**config.mk**
```make
export PLATFORM = sky130hd
export DESIGN_NAME = cursor_doubly_linked_list
export DESIGN_NICKNAME = d
export VERILOG_FILES = /design/src/cdll_pkg.sv /design/src/cursor_doubly_linked_list.sv /design/src/cdll_alloc.sv /design/src/cdll_pool.sv
export SDC_FILE = /design/constraint.sdc
export NUM_CORES = 1
export LEC_CHECK = 0
export BUFFER_PORTS_ARGS = -buffer_cell sky130_fd_sc_hd__buf_2
export CAP_MARGIN = 10
export CORE_UTILIZATION = 67
export DETAILED_ROUTE_END_ITERATION = 8
export PLACE_DENSITY_LB_ADDON = 0.12
export SYNTH_ARGS = -nofsm -noshare
export SYNTH_HDL_FRONTEND = slang
export SYNTH_HIERARCHICAL = 1
export SYNTH_SLANG_ARGS = --single-unit
export TNS_END_PERCENT = 100
```
**constraint.sdc**
```tcl
create_clock -name clock -period 15.2 [get_ports clock]
set_clock_uncertainty 0.15 [all_clocks]
set_input_delay 2.28 -clock clock [delete_from_list [all_inputs] [get_ports clock]]
set_output_delay 2.28 -clock clock [all_outputs]
set_load 0.05 [all_outputs]
```
**src/cdll_pkg.sv**
```systemverilog
// Package: types, codes and sizes for the cursor linked list
package cdll_pkg;
   localparam int NodeCount = 16;
   localparam int DataWidth = 32;
   localparam int PtrWidth  = $clog2(NodeCount + 1);
   localparam int IdxWidth  = $clog2(NodeCount);
   localparam logic [PtrWidth-1:0] NullPtr = PtrWidth'(NodeCount);

   localparam logic [3:0] OpFirst = 4'd0;
   localparam logic [3:0] OpNext = 4'd1;
   localparam logic [3:0] OpLast = 4'd2;
   localparam logic [3:0] OpPrev = 4'd3;
   localparam logic [3:0] OpPushFront = 4'd4;
   localparam logic [3:0] OpPushBack = 4'd5;
   localparam logic [3:0] OpPushCursor = 4'd6;
   localparam logic [3:0] OpPopFront = 4'd7;
   localparam logic [3:0] OpPopBack = 4'd8;
   localparam logic [3:0] OpPopCursor = 4'd9;
   localparam logic [3:0] OpClear = 4'd10;

   localparam logic [1:0] StOk = 2'd0;
   localparam logic [1:0] StEmpty = 2'd1;
   localparam logic [1:0] StNullCursor = 2'd2;
   localparam logic [1:0] StFull = 2'd3;

   typedef struct packed {
      logic [3:0]  req_type;
      logic [31:0] data_in;
   } req_type_type;

   typedef struct packed {
      logic [31:0] data_out;
      logic        has_data;
      logic [1:0]  status;
   } rsp_type_type;

   // one node of the pool
   typedef struct packed {
      logic [DataWidth-1:0] value;
      logic [PtrWidth-1:0]  next;
      logic [PtrWidth-1:0]  prev;
   } node_type;

   // allocator result
   typedef struct packed {
      logic                found;
      logic [IdxWidth-1:0] idx;
   } alloc_type;
endpackage

```
**src/cursor_doubly_linked_list.sv**
```systemverilog
// Top level: cursor linked list sequencer over a node pool with one read and one write port
//  channel | ports                      | dir
//  request | req_valid req_stall req_data | in
//  result  | rsp_valid rsp_stall rsp_data | out
// Each request runs as a sequence of node reads through the pool's registered read
// port and node writes through its write port.
// Reset empties the list at once (head, tail, cursor null, all nodes free).
// req_stall stays high from acceptance until the result transfer.
module cursor_doubly_linked_list (
   input  logic                   clock,
   input  logic                   reset,
   input  logic                   req_valid,
   output logic                   req_stall,
   input  cdll_pkg::req_type_type req_data,
   output logic                   rsp_valid,
   input  logic                   rsp_stall,
   output cdll_pkg::rsp_type_type rsp_data
);
   localparam int PW = cdll_pkg::PtrWidth;
   localparam int IW = cdll_pkg::IdxWidth;

   typedef enum logic [3:0] {
      S_IDLE, S_DEC, S_RD, S_WAIT, S_USE, S_W1, S_W2, S_W3, S_RESP
   } state_type;

   // action being carried out after decode
   typedef enum logic [2:0] {
      A_MOVE, A_STEP, A_PUSHF, A_PUSHA, A_POP
   } act_type;

   state_type state_ff;
   act_type   act_ff;
   logic [3:0]           op_ff;
   logic [cdll_pkg::DataWidth-1:0] val_ff;
   logic [PW-1:0] head_ff, tail_ff, cur_ff, old_cur_ff;
   logic [PW-1:0] tgt_ff;           // node under work
   logic [IW-1:0] new_ff;           // allocated node
   cdll_pkg::node_type nd_ff;       // copy of node under work
   cdll_pkg::node_type nb_ff;       // neighbour read for rewrite
   logic [1:0] phase_ff;
   cdll_pkg::rsp_type_type rsp_ff;

   logic [IW-1:0] rd_idx, wr_idx;
   cdll_pkg::node_type rd_node, wr_node;
   logic wr_en;
   logic take, give, clr;
   cdll_pkg::alloc_type pick;

   // the popped node is held in old_cur_ff from its read onwards
   cdll_alloc u_alloc (
      .clock(clock), .reset(reset), .take(take), .give(give),
      .give_idx(old_cur_ff[IW-1:0]), .clear_all(clr), .pick(pick)
   );
   cdll_pool u_pool (
      .clock(clock), .rd_idx(rd_idx), .rd_node(rd_node),
      .wr_en(wr_en), .wr_idx(wr_idx), .wr_node(wr_node)
   );

   function automatic logic ok(input logic [PW-1:0] p);
      return p < cdll_pkg::NullPtr;
   endfunction

   assign req_stall = (state_ff != S_IDLE);
   assign rsp_valid = (state_ff == S_RESP);
   assign rsp_data  = rsp_ff;
   assign rd_idx    = tgt_ff[IW-1:0];

   // write port and allocator controls
   always_comb begin
      wr_en = 1'b0; wr_idx = '0; wr_node = nd_ff;
      take = 1'b0; give = 1'b0; clr = 1'b0;
      if (state_ff == S_DEC && op_ff == cdll_pkg::OpClear) clr = 1'b1;
      if (state_ff == S_W1) begin
         wr_en = 1'b1;
         if (act_ff == A_POP) begin
            // previous node: next <- popped.next
            wr_idx = nd_ff.prev[IW-1:0];
            wr_node = nb_ff; wr_node.next = nd_ff.next;
            wr_en = ok(nd_ff.prev);
            give = 1'b1;
         end else begin
            wr_idx = new_ff;
            wr_node.value = val_ff;
            if (act_ff == A_PUSHF) begin
               wr_node.next = head_ff; wr_node.prev = cdll_pkg::NullPtr;
            end else begin
               wr_node.next = nd_ff.next; wr_node.prev = tgt_ff;
            end
         end
      end
      if (state_ff == S_W2) begin
         if (act_ff == A_POP) begin
            wr_idx = nd_ff.next[IW-1:0];
            wr_node = nb_ff; wr_node.prev = nd_ff.prev;
            wr_en = ok(nd_ff.next);
         end else if (act_ff == A_PUSHF) begin
            // old head, still in tgt_ff: prev <- new
            wr_idx = tgt_ff[IW-1:0];
            wr_node = nb_ff; wr_node.prev = PW'(new_ff);
            wr_en = ok(tgt_ff);
         end else begin
            // cursor node: next <- new
            wr_idx = tgt_ff[IW-1:0];
            wr_node = nd_ff; wr_node.next = PW'(new_ff);
            wr_en = 1'b1;
         end
      end
      if (state_ff == S_W3) begin
         // push after: old next's prev <- new
         wr_idx = nd_ff.next[IW-1:0];
         wr_node = nb_ff; wr_node.prev = PW'(new_ff);
         wr_en = ok(nd_ff.next);
      end
      if (state_ff == S_DEC) begin
         take = ((op_ff == cdll_pkg::OpPushFront) ||
                 (op_ff == cdll_pkg::OpPushBack && !ok(tail_ff)) ||
                 (op_ff == cdll_pkg::OpPushBack && ok(tail_ff)) ||
                 (op_ff == cdll_pkg::OpPushCursor && ok(cur_ff)));
      end
   end

   always_ff @(posedge clock) begin
      if (reset) begin
         state_ff <= S_IDLE;
         head_ff <= cdll_pkg::NullPtr;
         tail_ff <= cdll_pkg::NullPtr;
         cur_ff <= cdll_pkg::NullPtr;
         act_ff <= A_MOVE;
         phase_ff <= '0;
      end else begin
         unique case (state_ff)
            S_IDLE: if (req_valid) begin
               op_ff <= req_data.req_type;
               val_ff <= req_data.data_in;
               old_cur_ff <= cur_ff;
               rsp_ff <= '{data_out: '0, has_data: 1'b0, status: cdll_pkg::StOk};
               state_ff <= S_DEC;
            end
            S_DEC: begin
               new_ff <= pick.idx;
               phase_ff <= '0;
               case (op_ff)
                  cdll_pkg::OpFirst, cdll_pkg::OpLast: begin
                     tgt_ff <= (op_ff == cdll_pkg::OpFirst) ? head_ff : tail_ff;
                     if (!ok((op_ff == cdll_pkg::OpFirst) ? head_ff : tail_ff)) begin
                        rsp_ff.status <= cdll_pkg::StEmpty; state_ff <= S_RESP;
                     end else begin act_ff <= A_MOVE; state_ff <= S_RD; end
                  end
                  cdll_pkg::OpNext, cdll_pkg::OpPrev: begin
                     tgt_ff <= cur_ff;
                     if (!ok(cur_ff)) begin
                        rsp_ff.status <= cdll_pkg::StNullCursor; state_ff <= S_RESP;
                     end else begin act_ff <= A_STEP; state_ff <= S_RD; end
                  end
                  cdll_pkg::OpPushFront, cdll_pkg::OpPushBack,
                  cdll_pkg::OpPushCursor: begin
                     if (op_ff == cdll_pkg::OpPushCursor && !ok(cur_ff)) begin
                        rsp_ff.status <= cdll_pkg::StNullCursor; state_ff <= S_RESP;
                     end else if (!pick.found) begin
                        rsp_ff.status <= cdll_pkg::StFull; state_ff <= S_RESP;
                     end else if (op_ff == cdll_pkg::OpPushFront || !ok(tail_ff)) begin
                        act_ff <= A_PUSHF; tgt_ff <= head_ff;
                        // neighbour is the old head
                        state_ff <= ok(head_ff) ? S_RD : S_W1;
                     end else begin
                        act_ff <= A_PUSHA;
                        tgt_ff <= (op_ff == cdll_pkg::OpPushBack) ? tail_ff : cur_ff;
                        if (op_ff == cdll_pkg::OpPushBack) cur_ff <= tail_ff;
                        state_ff <= S_RD;
                     end
                  end
                  cdll_pkg::OpPopFront, cdll_pkg::OpPopBack, cdll_pkg::OpPopCursor: begin
                     logic [PW-1:0] c;
                     c = (op_ff == cdll_pkg::OpPopFront) ? head_ff :
                         (op_ff == cdll_pkg::OpPopBack) ? tail_ff : cur_ff;
                     cur_ff <= c; tgt_ff <= c;
                     if (!ok(c)) begin
                        rsp_ff.status <= (op_ff == cdll_pkg::OpPopCursor) ?
                           cdll_pkg::StNullCursor : cdll_pkg::StEmpty;
                        state_ff <= S_RESP;
                     end else begin act_ff <= A_POP; state_ff <= S_RD; end
                  end
                  cdll_pkg::OpClear: begin
                     head_ff <= cdll_pkg::NullPtr; tail_ff <= cdll_pkg::NullPtr;
                     cur_ff <= cdll_pkg::NullPtr;
                     state_ff <= S_RESP;
                  end
                  default: state_ff <= S_RESP;
               endcase
            end
            S_RD: state_ff <= S_WAIT;   // read address presented
            S_WAIT: state_ff <= S_USE;  // read data registered
            S_USE: begin
               // phase 0: node under work (neighbour for push front); phases 1 and 2: neighbour
               if (phase_ff == 2'd0 && act_ff != A_PUSHF) nd_ff <= rd_node;
               else nb_ff <= rd_node;
               unique case (act_ff)
                  A_MOVE: begin
                     cur_ff <= tgt_ff;
                     rsp_ff <= '{data_out: rd_node.value, has_data: 1'b1,
                                 status: cdll_pkg::StOk};
                     state_ff <= S_RESP;
                  end
                  A_STEP: begin
                     if (phase_ff == 2'd0) begin
                        logic [PW-1:0] t;
                        t = (op_ff == cdll_pkg::OpNext) ? rd_node.next : rd_node.prev;
                        if (!ok(t)) begin
                           rsp_ff.status <= cdll_pkg::StEmpty; state_ff <= S_RESP;
                        end else begin
                           tgt_ff <= t; phase_ff <= 2'd1; state_ff <= S_RD;
                        end
                     end else begin
                        cur_ff <= tgt_ff;
                        rsp_ff <= '{data_out: rd_node.value, has_data: 1'b1,
                                    status: cdll_pkg::StOk};
                        state_ff <= S_RESP;
                     end
                  end
                  A_PUSHF: state_ff <= S_W1;
                  A_PUSHA: begin
                     if (phase_ff == 2'd0 && ok(rd_node.next)) begin
                        phase_ff <= 2'd1; tgt_ff <= rd_node.next;
                        old_cur_ff <= tgt_ff; state_ff <= S_RD;
                     end else begin
                        if (phase_ff != 2'd0) tgt_ff <= old_cur_ff;
                        state_ff <= S_W1;
                     end
                  end
                  A_POP: begin
                     if (phase_ff == 2'd0) begin
                        rsp_ff <= '{data_out: rd_node.value, has_data: 1'b1,
                                    status: cdll_pkg::StOk};
                        old_cur_ff <= tgt_ff;
                        if (ok(rd_node.prev)) begin
                           tgt_ff <= rd_node.prev; phase_ff <= 2'd1; state_ff <= S_RD;
                        end else state_ff <= S_W1;
                     end else if (phase_ff == 2'd1) begin
                        // nb holds prev; write it, then fetch next
                        state_ff <= S_W1;
                     end else begin
                        state_ff <= S_W2;
                     end
                  end
                  default: state_ff <= S_RESP;
               endcase
            end
            S_W1: begin
               if (act_ff == A_POP) begin
                  if (!ok(nd_ff.prev)) head_ff <= nd_ff.next;
                  if (ok(nd_ff.next)) begin
                     tgt_ff <= nd_ff.next; phase_ff <= 2'd2; state_ff <= S_RD;
                  end else begin
                     tail_ff <= nd_ff.prev; cur_ff <= cdll_pkg::NullPtr;
                     state_ff <= S_RESP;
                  end
               end else if (act_ff == A_PUSHF) begin
                  head_ff <= PW'(new_ff);
                  if (!ok(head_ff)) begin
                     tail_ff <= PW'(new_ff); state_ff <= S_RESP;
                  end else state_ff <= S_W2;
               end else state_ff <= S_W2;
            end
            S_W2: begin
               if (act_ff == A_POP) begin
                  cur_ff <= nd_ff.next; state_ff <= S_RESP;
               end else if (act_ff == A_PUSHA) begin
                  if (tail_ff == tgt_ff) tail_ff <= PW'(new_ff);
                  state_ff <= ok(nd_ff.next) ? S_W3 : S_RESP;
               end else state_ff <= S_RESP;
            end
            S_W3: state_ff <= S_RESP;
            S_RESP: if (!rsp_stall) state_ff <= S_IDLE;
            default: state_ff <= S_IDLE;
         endcase
      end
   end
endmodule

```
**src/cdll_alloc.sv**
```systemverilog
// Free map: lowest-free-node search, allocate, release and clear
module cdll_alloc (
   input  logic                          clock,
   input  logic                          reset,
   input  logic                          take,
   input  logic                          give,
   input  logic [cdll_pkg::IdxWidth-1:0] give_idx,
   input  logic                          clear_all,
   output cdll_pkg::alloc_type           pick
);
   logic [cdll_pkg::NodeCount-1:0] free_ff, free_in;

   always_comb begin
      pick.found = 1'b0;
      pick.idx = '0;
      for (int i = cdll_pkg::NodeCount - 1; i >= 0; i--) begin
         if (free_ff[i]) begin
            pick.found = 1'b1;
            pick.idx = cdll_pkg::IdxWidth'(i);
         end
      end
      free_in = free_ff;
      if (take && pick.found) free_in[pick.idx] = 1'b0;
      if (give) free_in[give_idx] = 1'b1;
      if (clear_all) free_in = '1;
   end

   always_ff @(posedge clock) begin
      if (reset) free_ff <= '1;
      else free_ff <= free_in;
   end
endmodule

```
**src/cdll_pool.sv**
```systemverilog
// Node pool memory: one registered read port, one write port
module cdll_pool (
   input  logic                          clock,
   input  logic [cdll_pkg::IdxWidth-1:0] rd_idx,
   output cdll_pkg::node_type            rd_node,
   input  logic                          wr_en,
   input  logic [cdll_pkg::IdxWidth-1:0] wr_idx,
   input  cdll_pkg::node_type            wr_node
);
   cdll_pkg::node_type mem [cdll_pkg::NodeCount];

   always_ff @(posedge clock) begin
      if (wr_en) mem[wr_idx] <= wr_node;
      rd_node <= mem[rd_idx];
   end
endmodule

```
==> run metrics <==
dpl hpwl 47480 um; met3 Usage GRT 5.606%; class of the worst hold path register to register; initial antenna violation count 2; pre-CTS setup slack 10340 ps; total chip power 5504 uW; met2 Use GR between 50 and 60%; Clock transition at path regs approximately 60 ps; Max Cap Viol 0; Die Span Y 235.8 um; register area 26900 um2; power per cell area approximately 130 nW/um2; layout cell share with drive strength beyond 1 23.25%; clock root cell clkbuf_16; CTS max path bufs 3; Clock Sinks 923; EDFF count, synth 841; DRT iter0 DRCs 2737; area taken by multi-input logic gates 9210 um2; crit path max fanout 34; Worst setup EP type register; setup ws final 10210 ps; RSZ-0062 raised after global routing no; average size of a mapped cell 18.02 um2; Crit path required time around 15000 ps; antenna viol nets, final 0; FILL cells 2926; min cycle time layout roughly 5000 ps; GR Overflow Total 0; worst flop-to-flop path startpoint state_ff[2]; commonest cells after routing, fill and taps aside edfxtp_1 (841), mux4_2 (168), nand2_1 (129), a22oi_1 (98), clkbuf_16 (92); num ports 77; TNS Setup 0 ps; number of global-route vias before repair 20191; Core ar. ~54000 um2; GP Congestion 0.9307; final WL 87770 um; number of synthesized register bits 923; Starting Density around two thirds; most common cell after layout, fill and taps aside edfxtp_1; main flop type after synthesis edfxtp_1; Die Wd 235.8 um; HP Start u_pool/rd_node[25]; GRT Max-Usage Layer met2; cells after synthesis 2033; CP Launch Point state_ff[2]; Seq/Total Area, Yosys between 70% and 80%; syn_nets around 2100; startpoint types register; Slew headroom around 16%; Routed WL per cell approximately 30 um; port buffer count between 70 and 80; cell row count 85; Via density 6.977; achievable frequency between 200 and 250 MHz; routed via count 20218; cts repair resizes 0; YS warnings 6; Lkg Pwr between 0.01 and 0.015 uW; Netlist Area Pre-Place 36630 um2; DRC viols 0; Max VDD drop 0.1161 mV; CP arrival 5100 ps; nets 2167; ANT cells 0; crit path kind register to register; status completed; # hold bufs at CTS 0; # Post-CTS Setup Buffers 0; Async SR Flop Fraction 0%; TritonRoute pass-1 iters 7; Clock Latency Late Sink 640 ps; CTS H-tree depth 3; GR Util met1 46.55%; total track usage roughly 32%; Worst-Margin Slew 1254 ps; Core Util, Final 76.01%; Min Hold Slack about 300 ps; Syn-to-layout area delta 11.89%; Slew Limit Fails 0; CTS Buf Count 91; DIE AREA 55610 um2; Final Hold Viols 0; post-route clock period utilization around 33%; pin count of the biggest net entering global routing 121; endpoints failing setup 0; TritonCTS clock tree yes; first-pass GRT wire length 129900 um; Yosys cell types 94
## registers in the layout, indices dropped and copies added, names as in the netlist
signal and count:
op_ff 4, val_ff 32, nd_ff 42, new_ff 4, u_pool/mem 672, u_pool/rd_node 42, u_alloc/free_ff 16, act_ff 3
tail_ff 5, rsp_data 35, phase_ff 2, nb_ff 42, old_cur_ff 5, state_ff 4, tgt_ff 5, cur_ff 5
head_ff 5
## final cells by class
cell class / instances / area share (%)
Clock buffer: 123 / 6.170
Clock inverter: 45 / 1.530
Inverter: 23 / 0.2137
Multi-Input combinational cell: 964 / 22.47
Sequential cell: 923 / 65.63
Tap cell: 696 / 2.125
Timing Repair Buffer: 124 / 1.862
## routing by layer
metal  part of all wire (%)  vias up
met5                      0        -
met4                    3.5        0
met3                    9.4      206
met2                     48     1202
met1                     39    10305
li1                       -     8505
## Yosys cell counts (all sizes together), types with 25 or more instances
cell	instances	area share, %
a22oi	98	2.0
nand2	129	1.3
clkbuf	61	0.63
nor2	62	0.64
a22o	25	0.60
and2	42	0.72
edfxtp	841	69
a21oi	52	0.71
buf	62	1.1
and3	28	0.49
a221o	28	0.77
o21ai	60	0.88
mux4	168	10
dfxtp	82	4.5
## cell families after synthesis
family                    share of synthesized area [%]
AOI/OAI and AO/OA                                 7.676
xor gates and xnor gates                         0.1435
buffers and inverters                             1.947
DFF                                               73.43
muxes                                             11.08
and+or+nand+nor                                   5.725
## final timing paths
| check | end | slack (ps) | cells after the start |
|---|---|---|---|
| worst max-delay path | u_pool/mem[4][13] | 10210 | 7 |
| worst min-delay path | nd_ff[25] | 300 | 0 |
| worst max register to register | u_pool/mem[4][13] | 10210 | 7 |
| worst min register to register | nd_ff[25] | 300 | 0 |
## stage by stage
stage,area (um2),instances
floorplan,36630,2033
global placement,37820,2729
detailed placement,37820,2729
CTS,40980,2897
global route,40980,2898
finish,40980,2898
## worst max-delay path, cell delays in order, from the launching register on
cell,delay [ps]
dfxtp_1,630
nor2b_1,530
and2_1,460
nand2_1,540
a22o_1,420
nand3b_1,380
nor3_2,770
buf_4,680
## power breakdown
group | switching (uW) | leakage [uW] | internal (uW)
logic | 202 | 0.00365 | 116
clock network | 938 | 0.00155 | 1410
registers | 44.6 | 0.00828 | 2790
Note: power is estimated with default switching activity, not from simulation.
